<file path="src/design/two_group_shared_access_arbiter_defines.svh">
// Assertion macros used by the arbiter datapath.
`ifndef TWO_GROUP_SHARED_ACCESS_ARBITER_DEFINES_SVH
`define TWO_GROUP_SHARED_ACCESS_ARBITER_DEFINES_SVH

// Invariant that holds at every clock edge outside reset.
`define TGSA_ASSERT_NOW(name, cond) \
   name: assert property (@(posedge clock) disable iff (reset) (cond)) \
      else $error("tgsa: invariant violated");

// Condition that must hold in the same cycle as the trigger.
`define TGSA_ASSERT_IMP(name, ante, cons) \
   name: assert property (@(posedge clock) disable iff (reset) (ante) |-> (cons)) \
      else $error("tgsa: implication violated");

`endif

</file>
<file path="src/design/tgsa_pkg.sv">
// Constants, event codes and controller/datapath link types of the arbiter.
package tgsa_pkg;

   localparam int QUEUE_DEPTH = 16;
   localparam int ID_WIDTH    = 8;
   localparam int MAX_INSIDE  = 255;

   localparam int ID_FIELD_W = 8;
   localparam int ID_W       = (ID_WIDTH < ID_FIELD_W) ? ID_WIDTH : ID_FIELD_W;
   localparam int CNT_W      = $clog2(MAX_INSIDE + 1);
   localparam int FILL_W     = $clog2(QUEUE_DEPTH + 1);
   localparam int QIDX_W     = $clog2(QUEUE_DEPTH);
   localparam int EV_W       = 3;

   localparam logic MODE_ENTER = 1'b0;
   localparam logic MODE_EXIT  = 1'b1;

   localparam logic [EV_W-1:0] EV_GRANTED    = 3'd0;
   localparam logic [EV_W-1:0] EV_QUEUED     = 3'd1;
   localparam logic [EV_W-1:0] EV_RELEASED   = 3'd2;
   localparam logic [EV_W-1:0] EV_EXIT_ERROR = 3'd3;
   localparam logic [EV_W-1:0] EV_QUEUE_FULL = 3'd4;
   localparam logic [EV_W-1:0] EV_OCC_FULL   = 3'd5;

   typedef struct packed {
      logic load;    // capture the accepted request beat
      logic decide;  // commit the request and emit its first result
      logic read;    // fetch the head of the draining queue
      logic grant;   // commit one drained grant and emit it
   } tgsa_cmd_type;

   typedef struct packed {
      logic out_free;     // result register can take a beat this cycle
      logic drain_next;   // decision is followed by at least one grant
      logic grant_more;   // another grant follows the current one
   } tgsa_stat_type;

endpackage

</file>
<file path="src/design/tgsa_dp.sv">
// Datapath: occupancy counts, waiting queues and the result register.
`include "two_group_shared_access_arbiter_defines.svh"

module tgsa_dp import tgsa_pkg::*; (
   input  logic                  clock,
   input  logic                  reset,
   input  logic                  in_mode,
   input  logic                  in_group,
   input  logic [ID_FIELD_W-1:0] in_id,
   input  tgsa_cmd_type          cmd,
   output tgsa_stat_type         stat,
   input  logic                  out_ready,
   output logic                  out_valid,
   output logic [EV_W-1:0]       out_event,
   output logic [ID_FIELD_W-1:0] out_who,
   output logic                  out_group,
   output logic                  out_last
);

   logic              mode_ff, mode_in;
   logic              grp_ff, grp_in;
   logic [ID_W-1:0]   id_ff, id_in;
   logic [CNT_W-1:0]  cnt_ff [2];
   logic [CNT_W-1:0]  cnt_in [2];
   logic [FILL_W-1:0] fill_ff [2];
   logic [FILL_W-1:0] fill_in [2];
   logic [QIDX_W-1:0] head_ff [2];
   logic [QIDX_W-1:0] head_in [2];
   logic              dgrp_ff, dgrp_in;
   logic [ID_W-1:0]   rd_data_ff;
   logic [ID_W-1:0]   mem_ff [2][QUEUE_DEPTH];

   logic                  ovalid_ff, ovalid_in;
   logic [EV_W-1:0]       oev_ff, oev_in;
   logic [ID_FIELD_W-1:0] owho_ff, owho_in;
   logic                  ogrp_ff, ogrp_in;
   logic                  olast_ff, olast_in;

   logic              g, o;
   logic              other_busy, queue_full, own_at_max;
   logic [CNT_W:0]    own_cnt_inc;
   logic [FILL_W:0]   pos_sum;
   logic [QIDX_W-1:0] push_pos;
   logic              dec_push, dec_inc, dec_dec, dec_drain, dec_dgrp;
   logic [EV_W-1:0]   dec_event;
   logic [CNT_W:0]    drain_cnt_inc;
   logic              grant_more;
   logic [QIDX_W-1:0] head_step;

   assign g = grp_ff;
   assign o = ~grp_ff;

   assign other_busy  = (cnt_ff[o] != '0) || (fill_ff[o] != '0);
   assign queue_full  = (fill_ff[g] == FILL_W'(QUEUE_DEPTH));
   assign own_at_max  = (cnt_ff[g] == CNT_W'(MAX_INSIDE));
   assign own_cnt_inc = {1'b0, cnt_ff[g]} + (CNT_W+1)'(1);

   // Tail slot = head + fill, wrapped once at the queue depth.
   assign pos_sum  = (FILL_W+1)'(head_ff[g]) + (FILL_W+1)'(fill_ff[g]);
   assign push_pos = (pos_sum >= (FILL_W+1)'(QUEUE_DEPTH)) ?
                     QIDX_W'(pos_sum - (FILL_W+1)'(QUEUE_DEPTH)) : QIDX_W'(pos_sum);

   always_comb begin
      dec_push  = 1'b0;
      dec_inc   = 1'b0;
      dec_dec   = 1'b0;
      dec_drain = 1'b0;
      dec_dgrp  = g;
      dec_event = EV_GRANTED;
      if (mode_ff == MODE_ENTER) begin
         if (other_busy) begin
            if (queue_full) begin
               dec_event = EV_QUEUE_FULL;
            end else begin
               dec_event = EV_QUEUED;
               dec_push  = 1'b1;
            end
         end else if (own_at_max) begin
            dec_event = EV_OCC_FULL;
         end else begin
            dec_event = EV_GRANTED;
            dec_inc   = 1'b1;
            dec_drain = (fill_ff[g] != '0) &&
                        (own_cnt_inc != (CNT_W+1)'(MAX_INSIDE));
         end
      end else begin
         if (cnt_ff[g] == '0) begin
            dec_event = EV_EXIT_ERROR;
         end else begin
            dec_event = EV_RELEASED;
            dec_dec   = 1'b1;
            dec_dgrp  = o;
            // Last member out hands the resource to the other group.
            dec_drain = (cnt_ff[g] == CNT_W'(1)) && (fill_ff[o] != '0) &&
                        (cnt_ff[o] != CNT_W'(MAX_INSIDE));
         end
      end
   end

   assign drain_cnt_inc = {1'b0, cnt_ff[dgrp_ff]} + (CNT_W+1)'(1);
   assign grant_more    = (fill_ff[dgrp_ff] != FILL_W'(1)) &&
                          (drain_cnt_inc != (CNT_W+1)'(MAX_INSIDE));
   assign head_step     = (head_ff[dgrp_ff] == QIDX_W'(QUEUE_DEPTH - 1)) ?
                          '0 : head_ff[dgrp_ff] + QIDX_W'(1);

   assign stat.out_free   = !ovalid_ff || out_ready;
   assign stat.drain_next = dec_drain;
   assign stat.grant_more = grant_more;

   always_comb begin
      mode_in   = mode_ff;
      grp_in    = grp_ff;
      id_in     = id_ff;
      dgrp_in   = dgrp_ff;
      cnt_in    = cnt_ff;
      fill_in   = fill_ff;
      head_in   = head_ff;
      ovalid_in = ovalid_ff && !out_ready;
      oev_in    = oev_ff;
      owho_in   = owho_ff;
      ogrp_in   = ogrp_ff;
      olast_in  = olast_ff;
      if (cmd.load) begin
         mode_in = in_mode;
         grp_in  = in_group;
         id_in   = ID_W'(in_id);
      end
      if (cmd.decide) begin
         dgrp_in = dec_dgrp;
         if (dec_push) fill_in[g] = fill_ff[g] + FILL_W'(1);
         if (dec_inc)  cnt_in[g]  = CNT_W'(own_cnt_inc);
         if (dec_dec)  cnt_in[g]  = cnt_ff[g] - CNT_W'(1);
         ovalid_in = 1'b1;
         oev_in    = dec_event;
         owho_in   = ID_FIELD_W'(id_ff);
         ogrp_in   = g;
         olast_in  = !dec_drain;
      end
      if (cmd.grant) begin
         head_in[dgrp_ff] = head_step;
         fill_in[dgrp_ff] = fill_ff[dgrp_ff] - FILL_W'(1);
         cnt_in[dgrp_ff]  = CNT_W'(drain_cnt_inc);
         ovalid_in = 1'b1;
         oev_in    = EV_GRANTED;
         owho_in   = ID_FIELD_W'(rd_data_ff);
         ogrp_in   = dgrp_ff;
         olast_in  = !grant_more;
      end
   end

   always_ff @(posedge clock) begin
      if (reset) begin
         cnt_ff    <= '{default: '0};
         fill_ff   <= '{default: '0};
         head_ff   <= '{default: '0};
         ovalid_ff <= 1'b0;
      end else begin
         cnt_ff    <= cnt_in;
         fill_ff   <= fill_in;
         head_ff   <= head_in;
         ovalid_ff <= ovalid_in;
      end
   end

   always_ff @(posedge clock) begin
      mode_ff  <= mode_in;
      grp_ff   <= grp_in;
      id_ff    <= id_in;
      dgrp_ff  <= dgrp_in;
      oev_ff   <= oev_in;
      owho_ff  <= owho_in;
      ogrp_ff  <= ogrp_in;
      olast_ff <= olast_in;
   end

   // Queue storage: one write port, one registered read port.
   always_ff @(posedge clock) begin
      if (cmd.decide && dec_push) begin
         mem_ff[g][push_pos] <= id_ff;
      end
      if (cmd.read) begin
         rd_data_ff <= mem_ff[dgrp_ff][head_ff[dgrp_ff]];
      end
   end

   assign out_valid = ovalid_ff;
   assign out_event = oev_ff;
   assign out_who   = owho_ff;
   assign out_group = ogrp_ff;
   assign out_last  = olast_ff;

   `TGSA_ASSERT_NOW(a_groups_exclusive, (cnt_ff[0] == '0) || (cnt_ff[1] == '0))
   `TGSA_ASSERT_IMP(a_grant_has_entry, cmd.grant,
                    (fill_ff[dgrp_ff] != '0) && (cnt_ff[dgrp_ff] != CNT_W'(MAX_INSIDE)))
   `TGSA_ASSERT_IMP(a_emit_into_free, cmd.decide || cmd.grant, stat.out_free)

endmodule

</file>
<file path="src/design/tgsa_ctrl.sv">
// Controller: sequences accept, decision and queue drain for one request.
module tgsa_ctrl import tgsa_pkg::*; (
   input  logic          clock,
   input  logic          reset,
   input  logic          in_valid,
   output logic          in_ready,
   input  tgsa_stat_type stat,
   output tgsa_cmd_type  cmd
);

   localparam logic [1:0] ST_IDLE   = 2'd0;
   localparam logic [1:0] ST_DECIDE = 2'd1;
   localparam logic [1:0] ST_READ   = 2'd2;
   localparam logic [1:0] ST_GRANT  = 2'd3;

   logic [1:0] state_ff, state_in;

   assign in_ready = (state_ff == ST_IDLE);

   always_comb begin
      state_in = state_ff;
      cmd      = '0;
      unique case (state_ff)
         ST_IDLE: begin
            if (in_valid) begin
               cmd.load = 1'b1;
               state_in = ST_DECIDE;
            end
         end
         ST_DECIDE: begin
            // hold until the result register frees up
            if (stat.out_free) begin
               cmd.decide = 1'b1;
               state_in   = stat.drain_next ? ST_READ : ST_IDLE;
            end
         end
         ST_READ: begin
            cmd.read = 1'b1;
            state_in = ST_GRANT;
         end
         ST_GRANT: begin
            if (stat.out_free) begin
               cmd.grant = 1'b1;
               state_in  = stat.grant_more ? ST_READ : ST_IDLE;
            end
         end
         default: state_in = ST_IDLE;
      endcase
   end

   always_ff @(posedge clock) begin
      if (reset) begin
         state_ff <= ST_IDLE;
      end else begin
         state_ff <= state_in;
      end
   end

endmodule

</file>
<file path="src/design/two_group_shared_access_arbiter.sv">
// Two-group shared access arbiter: top level joining controller and datapath.
//
// Request channel (req_): one beat per enter request or exit notice;
// tuser carries mode and group, tdata the requester id.
// Response channel (rsp_): one beat per event; tuser carries the event code
// and the group, tdata the requester id, tlast marks the final beat that a
// request causes.
// A request is taken in the idle state and decided in the decide state, which
// waits while the result register is full; its first response beat is
// registered and shows in the cycle after the decision. A request that causes
// one beat uses only the idle and decide states. An exit or direct grant that
// drains a waiting queue adds a read state and a grant state per drained member.
// The next request is taken while the last response beat still waits.
// Reset clears both occupancy counts and both queues and puts the
// controller back to idle; queue storage itself is not cleared.
// When rsp_tready is low the pending beat holds and the controller waits
// before committing the next event, so no beat is lost or repeated.
module two_group_shared_access_arbiter import tgsa_pkg::*; (
   input  logic                  clock,
   input  logic                  reset,
   input  logic                  req_tvalid,
   output logic                  req_tready,
   input  logic [ID_FIELD_W-1:0] req_tdata,  // [7:0] requester_id
   input  logic [1:0]            req_tuser,  // [0] mode, [1] group
   output logic                  rsp_tvalid,
   input  logic                  rsp_tready,
   output logic [ID_FIELD_W-1:0] rsp_tdata,  // [7:0] who
   output logic [EV_W:0]         rsp_tuser,  // [2:0] event_res, [3] which_group
   output logic                  rsp_tlast
);

   tgsa_cmd_type    cmd;
   tgsa_stat_type   stat;
   logic [EV_W-1:0] out_event;
   logic            out_group;

   tgsa_ctrl u_ctrl (
      .clock    (clock),
      .reset    (reset),
      .in_valid (req_tvalid),
      .in_ready (req_tready),
      .stat     (stat),
      .cmd      (cmd)
   );

   tgsa_dp u_dp (
      .clock     (clock),
      .reset     (reset),
      .in_mode   (req_tuser[0]),
      .in_group  (req_tuser[1]),
      .in_id     (req_tdata),
      .cmd       (cmd),
      .stat      (stat),
      .out_ready (rsp_tready),
      .out_valid (rsp_tvalid),
      .out_event (out_event),
      .out_who   (rsp_tdata),
      .out_group (out_group),
      .out_last  (rsp_tlast)
   );

   assign rsp_tuser = {out_group, out_event};

endmodule

</file>
<file path="config.mk">
export PLATFORM = sky130hd
export DESIGN_NAME = two_group_shared_access_arbiter
export DESIGN_NICKNAME = d
export VERILOG_FILES = /design/src/design/tgsa_pkg.sv /design/src/design/tgsa_dp.sv /design/src/design/tgsa_ctrl.sv /design/src/design/two_group_shared_access_arbiter.sv
export VERILOG_INCLUDE_DIRS = /design/src /design/src/design
export SDC_FILE = /design/constraint.sdc
export NUM_CORES = 1
export LEC_CHECK = 0
export ABC_AREA = 0
export BUFFER_PORTS_ARGS = -buffer_cell sky130_fd_sc_hd__buf_4
export CORE_ASPECT_RATIO = 0.7
export CORE_UTILIZATION = 55
export CTS_CLUSTER_SIZE = 12
export DETAILED_ROUTE_END_ITERATION = 16
export HOLD_SLACK_MARGIN = 0.06
export PLACE_DENSITY_LB_ADDON = 0.25
export REMOVE_ABC_BUFFERS = 1
export SYNTH_ARGS = -nofsm -noshare
export SYNTH_HDL_FRONTEND = slang
export SYNTH_SLANG_ARGS = --single-unit
</file>
<file path="constraint.sdc">
create_clock -name clock -period 10.2 [get_ports clock]
set_input_delay 1.02 -clock clock [delete_from_list [all_inputs] [get_ports clock]]
set_output_delay 1.02 -clock clock [all_outputs]
set_load 0.01 [all_outputs]
</file>
**After elaboration in Yosys (flattened, before gate mapping)**

Memories as Yosys holds them, arrays and structs flattened. A register that Yosys moved wholly into a read port is not among the register bits.
Index checks and enable logic that the tools add are counted.

- Memories: 1
- Latch bits: 0
- Logic and storage cells: 174
- Output and inout port bits: 15
- Register bits: 69
- Input bits: 14
- Memory bits (writable): 256
- Memory bits (read-only): 0

Memory list:

| name | depth | width | rd ports | clocked after memory_dff | wr ports | line | source |
|---|---|---|---|---|---|---|---|
| u_dp.mem_ff | 2 | 128 | 1 | 1 | 1 | tgsa_dp.sv:31 | `logic [ID_W-1:0] mem_ff [2][QUEUE_DEPTH];` |

- Bitwise gates (word level): 6
- Reduce and logical (&&, ||, !) cells: 22
- Equality and inequality tests: 14
- Shift operators: 0
- Order comparisons: 9
- Div/mod/pow operators: 0
- Muxes and demuxes: 97
- Add/sub/neg operators: 8
- $mul: 0

Operators with widths:

| operator | count |
|---|---|
| 2-to-1 mux 128 bit | 1 |
| 2-to-1 mux 8 bit | 16 |
| 2-to-1 mux 16 bit | 5 |
| 2-to-1 mux 5 bit | 11 |
| bitwise mux 16 bit | 3 |
| 2-to-1 mux 4 bit | 9 |
| binary-select mux 8 bit (select 4 bit) | 1 |
| demux 8 bit (select 4 bit) | 1 |
| 2-to-1 mux 10 bit | 3 |
| 2-to-1 mux 1 bit | 29 |
| bitwise mux 10 bit | 2 |
| adder 8 x 1 -> 9 bit, second input constant | 2 |
| != test 9 x 8 -> 1 bit, second input constant | 2 |
| demux 8 bit (select 1 bit) | 2 |
| 2-to-1 mux 3 bit | 4 |
| demux 5 bit (select 1 bit) | 2 |
| >= comparator 5 bit, second input constant | 2 |
| 2-to-1 mux 2 bit | 5 |
| NOT 4 -> 5 bit | 2 |
| nonzero test 5 bit | 2 |
| logical AND 1 bit | 9 |
| bitwise mux 8 bit | 1 |
| == test 8 x 1 -> 1 bit, second input constant | 1 |
| == test 8 bit, second input constant | 1 |
| 28 further kinds | 40 |

**Depth between registers and ports, before layout**

Gate-level depths: netlist of the first run.

- Depth in word-level cells: 16
- Depth in mapped cells: 17
- Depth with buffers taken out: 10

**Modules after synthesis**

Synthesis of the first run repeated with hierarchy kept, for this count alone.

- Cells, all modules: 1077
- Area total of the unflattened synthesis: 14843.0 µm²

Modules (own cells, without submodules):

| module | seq. area each (µm²) | times used | area an instance (µm²) | cells an instance |
|---|---|---|---|---|
| tgsa_dp | 9339.0 | 1 | 14719.1 | 1062 |
| tgsa_ctrl | 40.0 | 1 | 116.4 | 14 |
| two_group_shared_access_arbiter | 0.0 | 1 | 7.5 | 1 |

**Worst setup path before layout of the first run**

Ideal clock, no wire load.

- Kind: register -> register
- Start: reg u_dp.grp_ff, in the netlist u_dp.g
- End: mem u_dp.mem_ff[1][120] (netlist bit), enable pin
- Clock period less this slack: 3936 ps
- Slack: 6264 ps
- Required time: 9830 ps
- Stages on the path, launching flop included: 13
- Setup time: 370 ps
- Path buffers: 7
- Arrival time: 3566 ps
- Cells stage by stage: edfxtp_1 > buf_6 > buf_6 > buf_6 > clkbuf_1 > buf_1 > clkbuf_1 > mux2_2 > ha_1 > fa_1 > or3_1 > clkbuf_1 > nor2_1

- Cells in the longest elaborated chain, start to end: 13
- Elaborated cells on any way between the ends: 35
- Classes of those cells: add/sub: 2; order compare: 3; eq/ne: 1; mux: 20; bitwise: 4; reduce/logical: 5

Ends and longest elaborated chain:

| element | line | source |
|---|---|---|
| start: declaration | tgsa_dp.sv:21 | `logic grp_ff, grp_in;` |
| start signal: assignment | tgsa_dp.sv:167 | `grp_ff <= grp_in;` |
| NOT 1 -> 2 bit (implied by the code) | tgsa_dp.sv:54, tgsa_dp.sv:59 |  |
| 2-to-1 mux 4 bit (implied by the code) / 2-to-1 mux 5 bit (equally long branches) (3 in series) | tgsa_dp.sv:59, tgsa_dp.sv:54 |  |
| adder 4 x 5 -> 6 bit | tgsa_dp.sv:59 | `assign pos_sum = (FILL_W+1)'(head_ff[g]) + (FILL_W+1)'(fill_ff[g]);` |
| >= comparator 6 x 5 -> 1 bit / subtractor 4 x 1 -> 4 bit (equally long branches) | tgsa_dp.sv:60, tgsa_dp.sv:61 |  |
| 2-to-1 mux 4 bit | tgsa_dp.sv:60 | `assign push_pos = (pos_sum >= (FILL_W+1)'(QUEUE_DEPTH)) ?` |
| NOT 4 -> 5 bit (implied by the code) | tgsa_dp.sv:179 | `mem_ff[g][push_pos] <= id_ff;` |
| >= comparator 5 bit (implied by the code) / < comparator 5 x 1 -> 1 bit (equally long branches) | tgsa_dp.sv:179 |  |
| logical AND 1 bit (implied by the code) | tgsa_dp.sv:179 |  |
| 2-to-1 mux 8 bit (implied by the code) | tgsa_dp.sv:179 |  |
| demux 8 bit (select 4 bit) | tgsa_dp.sv:179 |  |
| 2-to-1 mux 128 bit (implied by the code) | tgsa_dp.sv:179 |  |
| end: declaration | tgsa_dp.sv:31 |  |

Several ways; a longest one is shown, not always the timed one. The select of a mux whose other input is x is not followed.

**Worst setup path in the final report of the first run**

- Start: reg u_dp.grp_ff, in the netlist u_dp.g
- End: reg u_ctrl.state_ff[1]

- Cells in the longest elaborated chain, start to end: 13
- Elaborated cells on any way between the ends: 35
- Classes of those cells: add/sub: 1; eq/ne: 4; mux: 19; bitwise: 3; reduce/logical: 8

Ends and longest elaborated chain:

| element | line | source |
|---|---|---|
| NOT 1 -> 2 bit (implied by the code) / NOT 1 bit (equally long branches) | -- |  |
| 2-to-1 mux 8 bit (implied by the code) / NOT 1 -> 2 bit (equally long branches) | -- |  |
| 2-to-1 mux 8 bit (implied by the code) / 2-to-1 mux 5 bit (equally long branches) (2 in series) | -- |  |
| adder 8 x 1 -> 9 bit / 2-to-1 mux 5 bit (equally long branches) | tgsa_dp.sv:56, tgsa_dp.sv:53, tgsa_dp.sv:94 |  |
| != test 9 x 8 -> 1 bit / nonzero test 5 bit (equally long branches) | tgsa_dp.sv:84, tgsa_dp.sv:53, tgsa_dp.sv:94 |  |
| logical AND 1 bit (on tied branches) | tgsa_dp.sv:83, tgsa_dp.sv:94 |  |
| 2-to-1 mux 1 bit / logical AND 1 bit (equally long branches) | tgsa_dp.sv:78, tgsa_dp.sv:94 |  |
| 2-to-1 mux 1 bit (on tied branches) | tgsa_dp.sv:71, tgsa_dp.sv:87 |  |
| 2-to-1 mux 1 bit (*) | tgsa_dp.sv:70 | `if (mode_ff == MODE_ENTER) begin` |
| 2-to-1 mux 2 bit (*) | tgsa_ctrl.sv:34 | `state_in = stat.drain_next ? ST_READ : ST_IDLE;` |
| 2-to-1 mux 2 bit (*) | tgsa_ctrl.sv:32 | `if (stat.out_free) begin` |
| case mux 2 bit (4 select lines) (*) | tgsa_ctrl.sv:23 | `unique case (state_ff)` |
| end signal: assignment | tgsa_ctrl.sv:55 | `state_ff <= state_in;` |
| end: declaration | tgsa_ctrl.sv:16 | `logic [1:0] state_ff, state_in;` |

Every way passes the cells marked *; elsewhere a longest branch is shown, timed or not. The select of a mux whose other input is x is not followed.
A chain may end at the register's enable or synchronous reset.

==> metrics, run 1 <==
RSZ-0062 raised after global routing=no; DR iter-0 viols=approximately 1300; clock share of power=around two fifths; sequential power share=between 50% and 60%; R2R depth=10; CTS sink cnt=326; effective utilization at floorplan=a little under three fifths; CTS clk-pin slew, worst paths=roughly 0.06 ns; Avg Vias per Cell=approximately 6.5; Placer Congestion=about 0.97; Net Sw Power=approximately 700 uW; Max Used Layer=met4; number of buffers created by CTS=34; CP bufs+invs=3; fin nets=slightly above 1000; Fmax achieved=roughly 240 MHz; DRT antenna net count=0; area occupied by multi-input gates=around 5000 um^2; Critical Path RT=between 10 and 15 ns; gr ovfl total=0; register bit total from synthesis=326; Setup Crit Path Kind=register to register; total power divided by cell area=between 150 and 200 nW/um^2; Min-Delay Path Depth=2; postcts setup bufs=0; Worst Hold End=u_dp.out_event[0]; setup_tns=0 ns; CP max stage cell=a2111oi_0; pin count of the biggest net entering global routing=slightly above 70; P_leak=5.363 nW; DRC Markers=0; dpl hpwl=between 20000 and 25000 um; Switching Share=between 20% and 30%; total power=2.967 mW; cts repair resizes=0; EDFF count, synth=285; most frequent cell after synthesis=edfxtp_1; combinational power share=between 10% and 20%; die width=approximately 200 um; clock skew=~0.015 ns; Final setup viols=0; wl on met1=17010 um; critical-path cell list=buf_4 > inv_1 > a21boi_0 > inv_1 > ha_1 > xnor2_1 > nand4b_1 > a2111oi_0 > o21ai_1 > a22o_1; top-area cell type share of the netlist area=~58%; Yosys cell types=73; worst hold start=u_dp.out_event[0]; DR WL/cell=between 20 and 30 um; Arrival @ worst endpoint=roughly 4.6 ns; pin slew with the least headroom to its limit=about 1.1 ns; FF-to-FF setup slack=around 6 ns; Inserted Diodes=0; Tightest Hold Check Type=register to register; TritonCTS clock tree=built; post-route minimum period=~4.2 ns; cts hold-fix bufs=0; met3 WL=5330 um; Clock Path Buffers=3; DR pass1 iterations=5; initial antenna violation count=0; wire length on met2=14010 um; # H-tree levels=2; CP delay by family, top=compound AO/OA/AOI/OAI gates; Max-slew headroom=around a quarter; worst r2r dst=u_ctrl.state_ff[1]; CTS root buf=clkbuf_16; synthesis-to-finish area growth=10.72%; area occupied by registers=between 9000 and 10000 um^2; Die ar.=27450 um^2; Max Cap Viol=0; GR Util All Layers=approximately 28%; Max Slew Vio Count=0; Setup crit start kind=register; Critical Path Most Common Cell=inv_1; clock latency on the worst-skew pair=0.52 ns; Layout fillers=1916; CP Capture Type=register; Most used DFF post-synth=edfxtp_1; top cells by area, synth=edfxtp_1 (58%), mux4_2 (12%), dfxtp_1 (5.6%); Mapped Cells=between 900 and 1000; post-synth top area cell=edfxtp_1; layout cells sized above 1=20.06%; Core ar.=about 26000 um^2; Fin. Hold Viols=0; CP Max Fanout=between 70 and 80; slowest stage delay, CP=0.68 ns; Mapped Area=roughly 15000 um^2; row count=between 40 and 50; most instantiated cells after synthesis=edfxtp_1 (285), nor2_1 (84), mux4_2 (77); number of I/O port buffers=28; vias in the first global route=8270; DR vias=around 9000; average cell area after synthesis=~15 um^2; post-synthesis async set-or-reset flop share=0%; Total Wirelength=roughly 37000 um; sequential area share after synthesis=a little under two thirds; Final period util=41.41%; first-pass GRT wire length=approximately 55000 um; I/O pin count=29; Int Power=~2.3 mW; status=finished clean; Ys Warns=0; maximum VDD drop=186.6 uV; Die H=between 100 and 150 um; RR Startpoint=u_dp.g
## worst reg2reg max path: stages, from the launching register on
cell,delay [ns]
edfxtp_1,0.33
buf_4,0.57
inv_1,0.47
a21boi_0,0.57
inv_1,0.16
ha_1,0.32
xnor2_1,0.40
nand4b_1,0.16
a2111oi_0,0.68
o21ai_1,0.21
a22o_1,0.24
## flip-flops by register name, summed over array words and instances, names as in the netlist, named ones only
| name | count |
|---|---|
| u_dp.out_last | 1 |
| u_dp.id_ff | 8 |
| u_dp.g | 1 |
| u_dp.rd_data_ff | 8 |
| u_dp.out_who | 8 |
| u_dp.cnt_ff | 16 |
| u_dp.out_valid | 1 |
| u_dp.head_ff | 8 |
| u_dp.mode_ff | 1 |
| u_ctrl.state_ff | 2 |
| u_dp.mem_ff | 256 |
| u_dp.out_event | 3 |
| u_dp.out_group | 1 |
| u_dp.fill_ff | 10 |
| u_dp.dgrp_ff | 1 |
## cell usage in the layout, fill, tap and decap left out, types with 5 or more instances in the layout
cell type	n
a211oi_1	8
a21boi_0	7
a21oi_1	26
a221oi_1	5
a311oi_1	6
and3_1	7
buf_4	50
clkbuf_1	11
clkbuf_16	37
dfxtp_1	40
edfxtp_1	285
ha_1	15
inv_1	18
mux2_2	24
mux2i_1	35
mux4_2	77
nand2_1	63
nand3_1	29
nand4_1	12
nand4b_1	5
nor2_1	84
nor3_1	14
o21ai_0	19
o31ai_1	6
or3_1	5
xnor2_1	23
xor2_1	20
## cell families after synthesis
family / count (synthesis) / synth area share (%)
DFF: 326 / 63.68
AOI/OAI and AO/OA: 125 / 5.930
adders and majority gates: 16 / 1.410
muxes: 139 / 16.21
buffers and inverters: 80 / 2.413
xor gates and xnor gates: 43 / 2.557
and+or+nand+nor: 243 / 7.799
## power groups by stage
stage | clock [mW] | sequential, mW | combinational (mW)
after global routing | 1.22 | 1.51 | 0.329
final | 1.15 | 1.50 | 0.311
after detailed placement | 0 | 1.53 | 0.303
after CTS | 1.17 | 1.50 | 0.305
after floorplan | 0 | 1.55 | 0.171
after global placement | 0 | 1.53 | 0.302
## per-layer routing
metal | track usage (%) | up-vias
li1 | - | 3870
met1 | 47.62 | 4474
met2 | 33.32 | 583
met3 | 8.804 | 44
met4 | 6.202 | 0
met5 | 0 | -
## worst max-delay path by stage
stage | from | endpoint | cells past startpoint
2_1_floorplan | register | u_dp.rd_data_ff[0] | 3
4_1_cts | u_dp.g | u_ctrl.state_ff[1] | 10
6_report | u_dp.g | u_ctrl.state_ff[1] | 10
3_5_place_dp | u_dp.g | u_ctrl.state_ff[1] | 10
5_1_grt | u_dp.g | u_ctrl.state_ff[1] | 10
3_3_place_gp | u_dp.g | u_dp.cnt_ff[8] | 11
## cell type report
class                   instances  share of cell area (%)
inverters                      21                  0.4834
flip-flops and latches        326                   57.54
repair buffers                 50                   2.302
clock inverters                 4                  0.1304
multi-input cells             566                   30.71
clock buffers                  50                   6.100
well taps                     357                   2.739
## stage by stage
step,utilization [%],hold slack [ns],area (um^2),cells,worst slack (ns)
after floorplan,-,0.4395,14450,913,5.911
after global placement,58.82,0.4273,15290,1320,6.462
after detailed placement,58.82,0.4447,15290,1320,6.192
after CTS,62.73,0.4541,16310,1374,6.187
after global routing,62.73,0.5058,16310,1374,5.907
final,62.73,0.4601,16310,1374,5.976
No activity file was read; power rests on OpenSTA's default activity.
==> run 2, diff against run 1 <==
- ABC_AREA: 0 -> 1
- clock period: 10.2 -> 3.43 ns (I/O delays scaled with it)
==> metrics, run 2 <==
status=finished clean; average cell area after synthesis=10.28 um^2; total power divided by cell area=between 500 and 600 nW/um^2; Final period util=between 90 and 100%; initial antenna violation count=0; Final setup viols=0; dpl ws=around 0.33 ns; Critical Path RT=about 3.6 ns; most frequent cell after synthesis=nand2_1; clock skew=between 0.02 and 0.025 ns; pin slew with the least headroom to its limit=between 1 and 1.5 ns; Arrival @ worst endpoint=3.28 ns; most instantiated cells after synthesis=nand2_1 (341), edfxtp_1 (285), inv_1 (144); cts hold-fix bufs=11; number of buffers created by CTS=34; TritonCTS clock tree=built; number of I/O port buffers=28; post-route minimum period=3.115 ns; Setup Crit Path Kind=register to register; DR WL/cell=between 20 and 25 um; met2 Usage GRT=between 30% and 40%; I/O pin count=29; busiest grt layer=met1; DR vias=about 12000; Int Power=between 6 and 7 mW; post-synthesis async set-or-reset flop share=0%; Die ar.=about 30000 um^2; first-pass GRT wire length=slightly above 60000 um; CTS clk-pin slew, worst paths=~0.06 ns; Max Slew Vio Count=0; GR Util All Layers=around 28%; Setup crit start kind=register; Yosys cell types=about 50; gr ovfl total=0; Total Wirelength=roughly 42000 um; most frequent cells in the layout=nand2_1 (341), edfxtp_1 (285), inv_1 (144); final std cells w/o fill=about 2000; EDFF count, synth=285; Ys Warns=0; Tightest Hold Check Type=primary input to register; combinational power share=between 15 and 20%; RSZ-0062 raised after global routing=no; DRT antenna net count=0; clock latency on the worst-skew pair=between 0.5 and 0.6 ns; sequential power share=between 40% and 50%; sequential area share after synthesis=between 50% and 60%; Most used DFF post-synth=edfxtp_1; cts repair resizes=0; dpl hpwl=~27000 um; Cells after DPL=between 1500 and 2000; Placer Congestion=between 0.9 and 1; Mapped Area=15940 um^2; DR iter-0 viols=1451; CP Max Fanout=10; Inserted Diodes=0; pin count of the biggest net entering global routing=79; most common cell after layout, fill and taps aside=nand2_1; crit path setup slack, layout=between 0.3 and 0.4 ns; met1 layer usage reported by global route=43.47%; top cells by area, synth=edfxtp_1 (54%), nand2_1 (8.0%), dfxtp_1 (5.1%); Min-Delay Path Depth=4; effective utilization at floorplan=56.64%; CP Capture Type=register; Fmax achieved=321.0 MHz; final core utilization=roughly 63%; Layout fillers=between 2000 and 2500; Largest regs=u_dp.mem_ff: 256 flops, u_dp.cnt_ff: 16 flops, u_dp.fill_ff: 10 flops; P_leak=about 6.8 nW; row count=slightly above 50; Mapped Cells=approximately 1600; Clock Path Buffers=3; Avg Vias per Cell=5.818; layout cells sized above 1=18.09%; largest reg by FF count=u_dp.mem_ff; DRC Markers=0; clock share of power=a little over a third; Max-slew headroom=around a quarter; total power=roughly 9.3 mW; Hold WS=0.1216 ns; Fin. Hold Viols=0; DR pass1 iterations=5; top-area cell type share of the netlist area=a little over half; CTS root buf=clkbuf_16; die width=between 200 and 250 um; Switching Share=27.45%; R2R depth=7; register bit total from synthesis=326; post-synth top area cell=edfxtp_1; CTS sink cnt=roughly 330; Max Cap Viol=0; # H-tree levels=2; vias in the first global route=between 10000 and 15000; max reg flops=around 260; Die H=between 100 and 150 um; postcts setup bufs=0; Net Sw Power=~2.6 mW; fin nets=1643; synthesis-to-finish area growth=11.88%; grt met3 use=~8.6%; Core ar.=28140 um^2; maximum VDD drop=approximately 430 uV
[run 2: cell count changes after synthesis, sizes merged, moves of 25 or more]
cell	before	now
inv	20	156
o21ai	23	147
nand2	63	365
mux2i	36	6
o211ai	2	28
a21oi	26	75
mux2	26	51
nand3	29	99
mux4	77	0
[run 2: cells by family (layout without fill, tap and decap cells)]
logic type	Yosys count	after routing	synth area share (%)
and+or+nand+nor	632	632	19.10
DFF	326	326	58.84
AOI/OAI and AO/OA	269	269	9.545
buffers and inverters	234	315	6.264
muxes	57	57	3.980
adders and majority gates	16	16	1.303
xor gates and xnor gates	16	16	0.9733
[run 2: stage by stage]
step | cell area (um^2) | TNS, ns
after detailed placement | 16750 | 0
after CTS | 17830 | 0
after global routing | 17830 | 0
final | 17830 | 0
after global placement | 16750 | 0
after floorplan | 15540 | -285.27
[run 2: path summary, 6_finish.rpt]
check                           slack [ns]                   to              start
worst min register to register        0.46    u_dp.out_event[0]  u_dp.out_event[0]
worst min-delay path                  0.12       u_dp.out_valid         rsp_tready
worst max register to register        0.31  u_dp.mem_ff[0][110]             u_dp.g
worst max-delay path                  0.31  u_dp.mem_ff[0][110]             u_dp.g
[run 2: area by class of cell]
cell class | instances | area [um^2] | share of cell area (%)
Tap cell | 371 | 464.2 | 2.603
Multi-Input combinational cell | 990 | 5575 | 31.26
Inverter | 158 | 598.1 | 3.354
Timing Repair Buffer | 103 | 838.3 | 4.701
Sequential cell | 326 | 9383 | 52.61
Clock buffer | 48 | 924.6 | 5.185
Clock inverter | 6 | 50.05 | 0.2806
[run 2: power groups by stage]
stage,Clock [mW],Sequential (mW),Combinational [mW]
final,3.36,4.47,1.47
after global routing,3.56,4.48,1.58
after CTS,3.41,4.47,1.43
after detailed placement,0,4.55,1.41
after global placement,0,4.55,1.40
after floorplan,0,4.64,0.843
[run 2: critical path: stages, from the launching register on]
cell      delay, ns
edfxtp_1       0.58
o21ai_0        0.29
ha_1           0.31
fa_1           0.59
inv_1          0.12
nor2_1         0.18
nand2_4        0.17
nor3_2         0.50
[run 2: layer usage]
layer  routed length (um)  up-vias  part of all wire [%]
li1                     -     5443                     -
met1                19020     5515                    46
met2                16720      625                    40
met3                 5070       65                    12
met4                  765        0                   1.8
met5                    0        -                     0
